<file path="src/rtl/savitzky_golay_smoother_assert.svh">
// Assertion macros used by the smoother top level.
`ifndef SAVITZKY_GOLAY_SMOOTHER_ASSERT_SVH
`define SAVITZKY_GOLAY_SMOOTHER_ASSERT_SVH

`ifndef SYNTH
// Condition that must hold at every clock edge out of reset.
`define SGS_ASSERT_HOLD(label, cond) \
  label: assert property (@(posedge clk) disable iff (rst) (cond)) \
    else $error("smoother invariant violated");
// Condition that must hold in the cycle after a trigger.
`define SGS_ASSERT_NEXT(label, trig, cond) \
  label: assert property (@(posedge clk) disable iff (rst) (trig) |=> (cond)) \
    else $error("smoother sequence violated");
`else
`define SGS_ASSERT_HOLD(label, cond)
`define SGS_ASSERT_NEXT(label, trig, cond)
`endif

`endif

</file>
<file path="src/rtl/sgs_pkg.sv">
// Shared types and constants of the Savitzky-Golay smoother.
package sgs_pkg;

  // Coefficient format: signed Q2.16.
  localparam int COEF_BITS = 18;
  localparam int FRAC_BITS = 16;
  localparam int NUM_COEF  = 4;

  // Configuration register index width (indexes past the list are ignored).
  localparam int CFG_IDX_BITS = 3;

  // Configuration register indexes.
  typedef enum logic [CFG_IDX_BITS-1:0] {
    CFG_COEF_CENTER = 3'd0,
    CFG_COEF_ONE    = 3'd1,
    CFG_COEF_TWO    = 3'd2,
    CFG_COEF_THREE  = 3'd3
  } cfg_reg_t;

  // Coefficient values after reset.
  localparam logic signed [COEF_BITS-1:0] COEF_CENTER_RST = 18'sd21845;
  localparam logic signed [COEF_BITS-1:0] COEF_ONE_RST    = 18'sd18725;
  localparam logic signed [COEF_BITS-1:0] COEF_TWO_RST    = 18'sd9362;
  localparam logic signed [COEF_BITS-1:0] COEF_THREE_RST  = -18'sd6242;

  // Control that travels with one output word down the pipeline.
  typedef struct packed {
    logic valid;
    logic filt;
    logic done;
  } tok_t;

endpackage

</file>
<file path="src/rtl/sgs_cell.sv">
// One tap cell of the sample window: holds a sample and passes it on.
module sgs_cell #(
  parameter int SAMPLE_BITS = 16
) (
  input  logic                          clk,
  input  logic                          shift,
  input  logic signed [SAMPLE_BITS-1:0] d,
  output logic signed [SAMPLE_BITS-1:0] q
);

  // Take the neighbor's sample whenever the window moves.
  always_ff @(posedge clk) begin
    if (shift) begin
      q <= d;
    end
  end

endmodule

</file>
<file path="src/rtl/sgs_pair_mul.sv">
// Symmetric tap pair: pre-adds two window samples and weights the sum.
module sgs_pair_mul #(
  parameter int SAMPLE_BITS = 16
) (
  input  logic                                     clk,
  input  logic                                     en,
  input  logic signed [SAMPLE_BITS-1:0]            near_tap,
  input  logic signed [SAMPLE_BITS-1:0]            far_tap,
  input  logic signed [sgs_pkg::COEF_BITS-1:0]     weight,
  output logic signed [SAMPLE_BITS+sgs_pkg::COEF_BITS:0] prod
);
  import sgs_pkg::*;

  logic signed [SAMPLE_BITS:0] pair_sum;

  // Both taps share one weight, so add them before the multiply.
  always_comb begin
    pair_sum = {near_tap[SAMPLE_BITS-1], near_tap} + {far_tap[SAMPLE_BITS-1], far_tap};
  end

  // Registered product.
  always_ff @(posedge clk) begin
    if (en) begin
      prod <= pair_sum * weight;
    end
  end

endmodule

</file>
<file path="src/rtl/savitzky_golay_smoother.sv">
// Top level of the Savitzky-Golay row smoother.
//
//  channel  direction  handshake              payload
//  in       sink       in_valid / in_stall    sample_in, row_end
//  out      source     out_valid / out_stall  sample_out, was_filtered, row_done
//  cfg      sink       cfg_valid / cfg_ready  cfg_index, cfg_data
//
// One sample is taken per clock while in_stall is low. A sample with row_end releases up to
// HALF_WINDOW + 1 words, one per clock while the output is not stalled, and in_stall stays
// high while two or more of them are still to launch. A word passes from the window through
// stage A and stage B into the output register, and tail words follow one another in order.
// The pipeline advances as a whole; out_stall with a valid output word holds every stage and stalls the input.
// Reset clears the pipeline tokens and the row position and restores the default coefficients;
// there is no clearing pass.
`include "savitzky_golay_smoother_assert.svh"

module savitzky_golay_smoother #(
  parameter int HALF_WINDOW = 3,
  parameter int SAMPLE_BITS = 16
) (
  input  logic                                   clk,
  input  logic                                   rst,
  input  logic                                   in_valid,
  output logic                                   in_stall,
  input  logic signed [SAMPLE_BITS-1:0]          sample_in,
  input  logic                                   row_end,
  output logic                                   out_valid,
  input  logic                                   out_stall,
  output logic signed [SAMPLE_BITS-1:0]          sample_out,
  output logic                                   was_filtered,
  output logic                                   row_done,
  input  logic                                   cfg_valid,
  output logic                                   cfg_ready,
  input  logic [sgs_pkg::CFG_IDX_BITS-1:0]       cfg_index,
  input  logic signed [sgs_pkg::COEF_BITS-1:0]   cfg_data
);
  import sgs_pkg::*;

  localparam int WIN_LEN = 2 * HALF_WINDOW + 1;
  localparam int SEEN_W  = $clog2(WIN_LEN + 1);
  localparam int TL_W    = $clog2(HALF_WINDOW + 1);
  localparam int TI_W    = (HALF_WINDOW > 1) ? $clog2(HALF_WINDOW) : 1;
  localparam int PROD_W  = SAMPLE_BITS + COEF_BITS + 1;
  localparam int SUM_W   = PROD_W + 3;

  localparam logic signed [SUM_W-1:0] ROUND_HALF = SUM_W'(1) <<< (FRAC_BITS - 1);
  localparam logic signed [SUM_W-1:0] SAT_HI =
    {{(SUM_W - SAMPLE_BITS + 1){1'b0}}, {(SAMPLE_BITS - 1){1'b1}}};
  localparam logic signed [SUM_W-1:0] SAT_LO = ~SAT_HI;

  // Coefficient registers.
  logic signed [COEF_BITS-1:0] coef [NUM_COEF];

  // Window taps, index 0 is the newest sample.
  logic signed [SAMPLE_BITS-1:0] taps [WIN_LEN];
  logic signed [SAMPLE_BITS-1:0] tail_taps [HALF_WINDOW];

  // Row position and words still to launch.
  logic [SEEN_W-1:0] seen;
  logic [SEEN_W-1:0] seen_inc;
  logic              pend_ctr;
  logic              pend_full;
  logic [TL_W-1:0]   tail_left;
  logic [TL_W-1:0]   tail_new;
  logic [TI_W-1:0]   tail_idx;

  logic adv;
  logic in_acc;
  logic launch;

  // Pipeline stages.
  tok_t                          a_tok;
  logic signed [SAMPLE_BITS-1:0] a_pass;
  logic signed [PROD_W-1:0]      a_prod [HALF_WINDOW+1];
  tok_t                          b_tok;
  logic signed [SAMPLE_BITS-1:0] b_pass;
  logic signed [SUM_W-1:0]       b_sum;
  logic signed [SUM_W-1:0]       b_sum_next;
  logic signed [SUM_W-1:0]       rounded;

  // Configuration writes are always taken.
  assign cfg_ready = 1'b1;

  always_ff @(posedge clk) begin
    if (rst) begin
      coef[0] <= COEF_CENTER_RST;
      coef[1] <= COEF_ONE_RST;
      coef[2] <= COEF_TWO_RST;
      coef[3] <= COEF_THREE_RST;
    end else if (cfg_valid && cfg_ready) begin
      case (cfg_index)
        CFG_COEF_CENTER: coef[0] <= cfg_data;
        CFG_COEF_ONE:    coef[1] <= cfg_data;
        CFG_COEF_TWO:    coef[2] <= cfg_data;
        CFG_COEF_THREE:  coef[3] <= cfg_data;
        default: ;
      endcase
    end
  end

  // The whole pipeline moves when the output register is free or being taken.
  assign adv    = !out_valid || !out_stall;
  assign launch = pend_ctr || (tail_left != '0);

  // A new sample enters only when at most one word is pending and it leaves now.
  assign in_stall = !adv || (pend_ctr && (tail_left != '0)) || (tail_left > TL_W'(1));
  assign in_acc   = in_valid && !in_stall;

  // Chain of window cells.
  for (genvar i = 0; i < WIN_LEN; i++) begin : g_cell
    logic signed [SAMPLE_BITS-1:0] cell_d;
    if (i == 0) begin : g_head
      assign cell_d = sample_in;
    end else begin : g_body
      assign cell_d = taps[i-1];
    end
    sgs_cell #(.SAMPLE_BITS(SAMPLE_BITS)) u_cell (
      .clk   (clk),
      .shift (in_acc),
      .d     (cell_d),
      .q     (taps[i])
    );
  end

  for (genvar i = 0; i < HALF_WINDOW; i++) begin : g_tail
    assign tail_taps[i] = taps[i];
  end

  // Symmetric pairs; the center uses the same cell with an empty far tap.
  for (genvar k = 0; k <= HALF_WINDOW; k++) begin : g_pair
    logic signed [SAMPLE_BITS-1:0] far_tap;
    logic signed [COEF_BITS-1:0]   weight;
    if (k == 0) begin : g_ctr
      assign far_tap = '0;
    end else begin : g_side
      assign far_tap = taps[HALF_WINDOW+k];
    end
    if (k < NUM_COEF) begin : g_w
      assign weight = coef[k];
    end else begin : g_zero
      assign weight = '0;
    end
    sgs_pair_mul #(.SAMPLE_BITS(SAMPLE_BITS)) u_pair (
      .clk      (clk),
      .en       (adv),
      .near_tap (taps[HALF_WINDOW-k]),
      .far_tap  (far_tap),
      .weight   (weight),
      .prod     (a_prod[k])
    );
  end

  // Row position for the sample being taken.
  always_comb begin
    seen_inc = (seen == SEEN_W'(WIN_LEN)) ? seen : seen + SEEN_W'(1);
    tail_new = (seen_inc > SEEN_W'(HALF_WINDOW)) ? TL_W'(HALF_WINDOW) : TL_W'(seen_inc);
    tail_idx = TI_W'(tail_left - TL_W'(1));
  end

  always_ff @(posedge clk) begin
    if (rst) begin
      seen      <= '0;
      pend_ctr  <= 1'b0;
      pend_full <= 1'b0;
      tail_left <= '0;
    end else if (in_acc) begin
      seen      <= row_end ? '0 : seen_inc;
      pend_ctr  <= seen_inc > SEEN_W'(HALF_WINDOW);
      pend_full <= seen_inc == SEEN_W'(WIN_LEN);
      tail_left <= row_end ? tail_new : '0;
    end else if (adv) begin
      if (pend_ctr) begin
        pend_ctr <= 1'b0;
      end else if (tail_left != '0) begin
        tail_left <= tail_left - TL_W'(1);
      end
    end
  end

  // Stage A: launch one word from the window; products land in the pair cells.
  always_ff @(posedge clk) begin
    if (rst) begin
      a_tok <= '0;
    end else if (adv) begin
      a_tok.valid <= launch;
      a_tok.filt  <= pend_ctr && pend_full;
      a_tok.done  <= !pend_ctr && (tail_left == TL_W'(1));
    end
  end

  always_ff @(posedge clk) begin
    if (adv) begin
      a_pass <= pend_ctr ? taps[HALF_WINDOW] : tail_taps[tail_idx];
    end
  end

  // Stage B: sum the weighted pairs with half an LSB for rounding.
  always_comb begin
    b_sum_next = ROUND_HALF;
    for (int k = 0; k <= HALF_WINDOW; k++) begin
      b_sum_next = b_sum_next + SUM_W'(a_prod[k]);
    end
  end

  always_ff @(posedge clk) begin
    if (rst) begin
      b_tok <= '0;
    end else if (adv) begin
      b_tok <= a_tok;
    end
  end

  always_ff @(posedge clk) begin
    if (adv) begin
      b_pass <= a_pass;
      b_sum  <= b_sum_next;
    end
  end

  // Stage C: floor filtered sums to whole samples and clamp to the sample range, or pass the sample through.
  assign rounded = b_sum >>> FRAC_BITS;

  always_ff @(posedge clk) begin
    if (rst) begin
      out_valid <= 1'b0;
    end else if (adv) begin
      out_valid <= b_tok.valid;
    end
  end

  always_ff @(posedge clk) begin
    if (adv) begin
      was_filtered <= b_tok.filt;
      row_done     <= b_tok.done;
      if (!b_tok.filt) begin
        sample_out <= b_pass;
      end else if (rounded > SAT_HI) begin
        sample_out <= SAT_HI[SAMPLE_BITS-1:0];
      end else if (rounded < SAT_LO) begin
        sample_out <= SAT_LO[SAMPLE_BITS-1:0];
      end else begin
        sample_out <= rounded[SAMPLE_BITS-1:0];
      end
    end
  end

  // A row end always leaves at least one tail word to flush.
  `SGS_ASSERT_NEXT(a_row_end_flushes, in_acc && row_end, tail_left != '0)
  // The tail never holds more than the half window.
  `SGS_ASSERT_HOLD(a_tail_bound, tail_left <= TL_W'(HALF_WINDOW))
  // The closing word of a row is always a passed-through sample.
  `SGS_ASSERT_HOLD(a_done_not_filtered, !(out_valid && was_filtered && row_done))
  // A launched word occupies stage A on the next cycle.
  `SGS_ASSERT_NEXT(a_launch_fills_stage, adv && launch, a_tok.valid)

endmodule
</file>
<file path="config.mk">
export PLATFORM = sky130hd
export DESIGN_NAME = savitzky_golay_smoother
export DESIGN_NICKNAME = d
export VERILOG_FILES = /design/src/rtl/sgs_pkg.sv /design/src/rtl/sgs_cell.sv /design/src/rtl/sgs_pair_mul.sv /design/src/rtl/savitzky_golay_smoother.sv
export VERILOG_INCLUDE_DIRS = /design/src /design/src/rtl
export SDC_FILE = /design/constraint.sdc
export NUM_CORES = 2
export LEC_CHECK = 0
export ABC_CLOCK_PERIOD_IN_PS = 11100
export BUFFER_PORTS_ARGS = -buffer_cell sky130_fd_sc_hd__buf_2
export CORE_MARGIN = 5
export CORE_UTILIZATION = 55
export DETAILED_ROUTE_END_ITERATION = 8
export PLACE_DENSITY = 0.74
export SLEW_MARGIN = 20
export SYNTH_ARGS = -nofsm -noshare
export SYNTH_HDL_FRONTEND = slang
export SYNTH_SLANG_ARGS = --single-unit
</file>
<file path="constraint.sdc">
create_clock -name clk -period 11.1 [get_ports clk]
set_clock_uncertainty 0.1 [all_clocks]
set_input_delay 1.11 -clock clk [delete_from_list [all_inputs] [get_ports clk]]
set_output_delay 1.11 -clock clk [all_outputs]
set_load 0.05 [all_outputs]
</file>
==> results.yml <==
yosys:
  syn-num-nets: 7981
  ys.flop_type: "edfxtp_1"
  synth_area_leaders: "fa_1 41%, edfxtp_1 19%, ha_1 9.2%"
  synth_top_area_cell: "fa_1"
  avgSynthCellArea_um2: 10.2
  synthArstFlopShare_pct: 0
  yosysWarnings: 0
  synth_top_area_share_pct: 41.1
  synth_edf_count: 395
  netlist_area_um2: 63200
  seq_area_frac_synth_pct: 19.2
  ys_types: 65
  postSynthCellCount: 6175
  ys_ff_latch: 409
die:
  pin_count: 64
  coreArea_um2: 114000
  die_y_um: 349
  initial_utilization_pct: 55.3
  fp-row-count: 124
  dieWidth_um: 349
  dieArea_um2: 122000
grt:
  grt_pass1_wl_mm: 257
  antenna_found_initial: 17
  grt_overflow_total: 0
  first_global_vias: 46300
  grt_use_total_pct: 27.2
  grt_max_degree: 88
drt:
  drt_pass1_iterations: 8
  drc: 0
  detail_route.vias_per_cell: 5.60
  drtIter0Drc: 3673
  vias: 43300
  antenna_left: 0
  wl_per_cell_um: 20.9
  wirelength_mm: 162
layout:
  stdcell_area_um2: 66900
  area_delta_synth_final_pct: 5.96
  drive_gt1_share_pct: 3.98
  final-seq-area_um2: 12100
  post-route-util_pct: 58.6
  final_cells: 7735
  multi_input_area_um2: 45200
  fillers: 9548
  nets: 7974
cts:
  clkSinkCount: 409
  clkLatencyLatePin_ps: 590
  clockBufferDepth: 3
  ctsResizeCount: 0
  cts_buffers: 43
  clk_pin_slew_ps: 60
  htreeDepth: 2
  cts_setup_buffers: 0
  root_buffer: "clkbuf_16"
  cts_tree: "built"
  ctsHoldBuffers: 0
sta:
  timing.final.crit_share_pct: 89.7
  maxSlewViolCount: 0
  fmax_mhz: 100
  setup_violations: 0
  maxSlewHeadroom_pct: 23.9
  rsz0062_at_grt: "no"
  max_slew.worst_pin.slew_ps: 1140
  fin_crit_ps: 9950
  final.setup.tns_ps: 0
  hold_violations: 0
flow_run:
  maxCapViolCount: 0
setup_path:
  start_kind: "register"
  crit_path_end_kind: "register"
  slowest_delay_ps: 740
  slowest_stage: "a2111oi_0"
  path_class: "register to register"
  path_max_fanout: 13
  arrival_ps: 10180
  cpMostUsedCell: "fa_1"
  required_ps: 11320
hold_path:
  hp-class: "register to register"
place:
  dp_hpwl_mm: 129
  post_dp_cell_area_um2: 65300
  port_buffers: 62
  routabilityCongestion: 0.947
  dp_cells: 7635
run_status:
  status: "finished clean"
==> cell usage in the layout (no fill, tap or decap), types with 6 or more instances in the layout <==
cell type  count
inv_1       1401
fa_1        1296
nand2_1      768
ha_1         467
and2_1       456
edfxtp_1     395
nor2_1       179
a21oi_1      172
xnor2_1      158
o21ai_0       91
nor2b_1       86
buf_4         66
buf_2         62
nand2b_1      56
a21o_1        54
clkbuf_16     44
xor2_1        40
o21a_1        39
nand3_1       32
nor3_1        30
diode_2       21
or2_2         20
or3_1         19
a31oi_1       18
o22ai_1       18
mux2i_1       17
a211oi_1      16
o21bai_1      15
dfxtp_1       14
and3_1        12
nand4_1       12
bufinv_16     12
o211ai_1       9
o31ai_1        8
a21boi_0       8
xnor2_2        7
o31a_1         7
a31o_2         7
clkinv_1       7
a211o_1        6
==> cell families (layout without fill, tap and decap cells) <==
group / after synthesis / after routing / share of synthesized area (%)
DFF: 409 / 409 / 19.2
xor gates and xnor gates: 205 / 205 / 2.84
buffers and inverters: 1584 / 1611 / 9.42
muxes: 19 / 19 / 0.305
and+or+nand+nor: 1685 / 1685 / 12.8
other: 1 / 22 / 0.00594
AOI/OAI and AO/OA: 509 / 509 / 5.07
adders and majority gates: 1763 / 1763 / 50.3
==> area by class of cell <==
type / count / share of cell area [%]
antenna: 21 / 0.0785
clock buffer: 45 / 1.65
clock inverter: 34 / 0.764
inverter: 1404 / 7.89
multi-input combinational: 4182 / 67.5
sequential: 409 / 18.1
tap: 1512 / 2.83
timing repair buffer: 128 / 1.20
==> metrics by stage <==
step,hold WS (ps),worst slack (ps)
after CTS,318,1270
final,320,1150
after global routing,325,458
after global placement,301,1530
after detailed placement,305,1330
after floorplan,300,2630
==> final timing paths <==
path	startpoint	endpoint	slack, ps	cells after the start
worst max register to register	g_cell[1].u_cell.q[0]	g_pair[2].u_pair.prod[33]	1150	34
worst min register to register	a_pass[2]	b_pass[2]	320	0
worst max-delay path	g_cell[1].u_cell.q[0]	g_pair[2].u_pair.prod[33]	1150	34
worst min-delay path	a_pass[2]	b_pass[2]	320	0
==> worst max-delay path, delay by kind of cell, from the launching register on <==
family,cells,cell delay [ps]
flip-flops,1,380
buffers and inverters,5,530
adder cells (fa/ha/maj),9,3910
AO/OA/AOI/OAI,16,3890
XOR/XNOR,2,660
AND/OR/NAND/NOR,2,240
==> flip-flops by register name, indices dropped and copies added, names as in the netlist <==
register and cells:
a_pass 16, sample_out 16, row_done 1, was_filtered 1, a_tok 3, seen 3
b_pass 16, g_cell.u_cell.q 112, pend_ctr 1, coef 72, b_sum 22, pend_full 1
b_tok 3, out_valid 1, g_pair.u_pair.prod 139, tail_left 2
==> layer usage <==
layer / share of wire (%) / global-route usage [%] / vias up
li1: - / - / 18800
met1: 38 / 36.6 / 22200
met2: 47 / 44.3 / 2001
met3: 9.9 / 5.24 / 387
met4: 4.7 / 10.4 / 0
met5: 0 / 0 / -
==> Yosys cell counts (all sizes together), types with 86 or more instances <==
master,instances
a21oi,172
and2,456
clkbuf,170
edfxtp,395
fa,1296
ha,467
inv,1403
nand2,768
nor2,181
nor2b,86
o21ai,94
xnor2,165
Power is left out: the tool's default activity adds up to more than one toggle a clock period on the data nets, which glitch-free logic cannot reach.
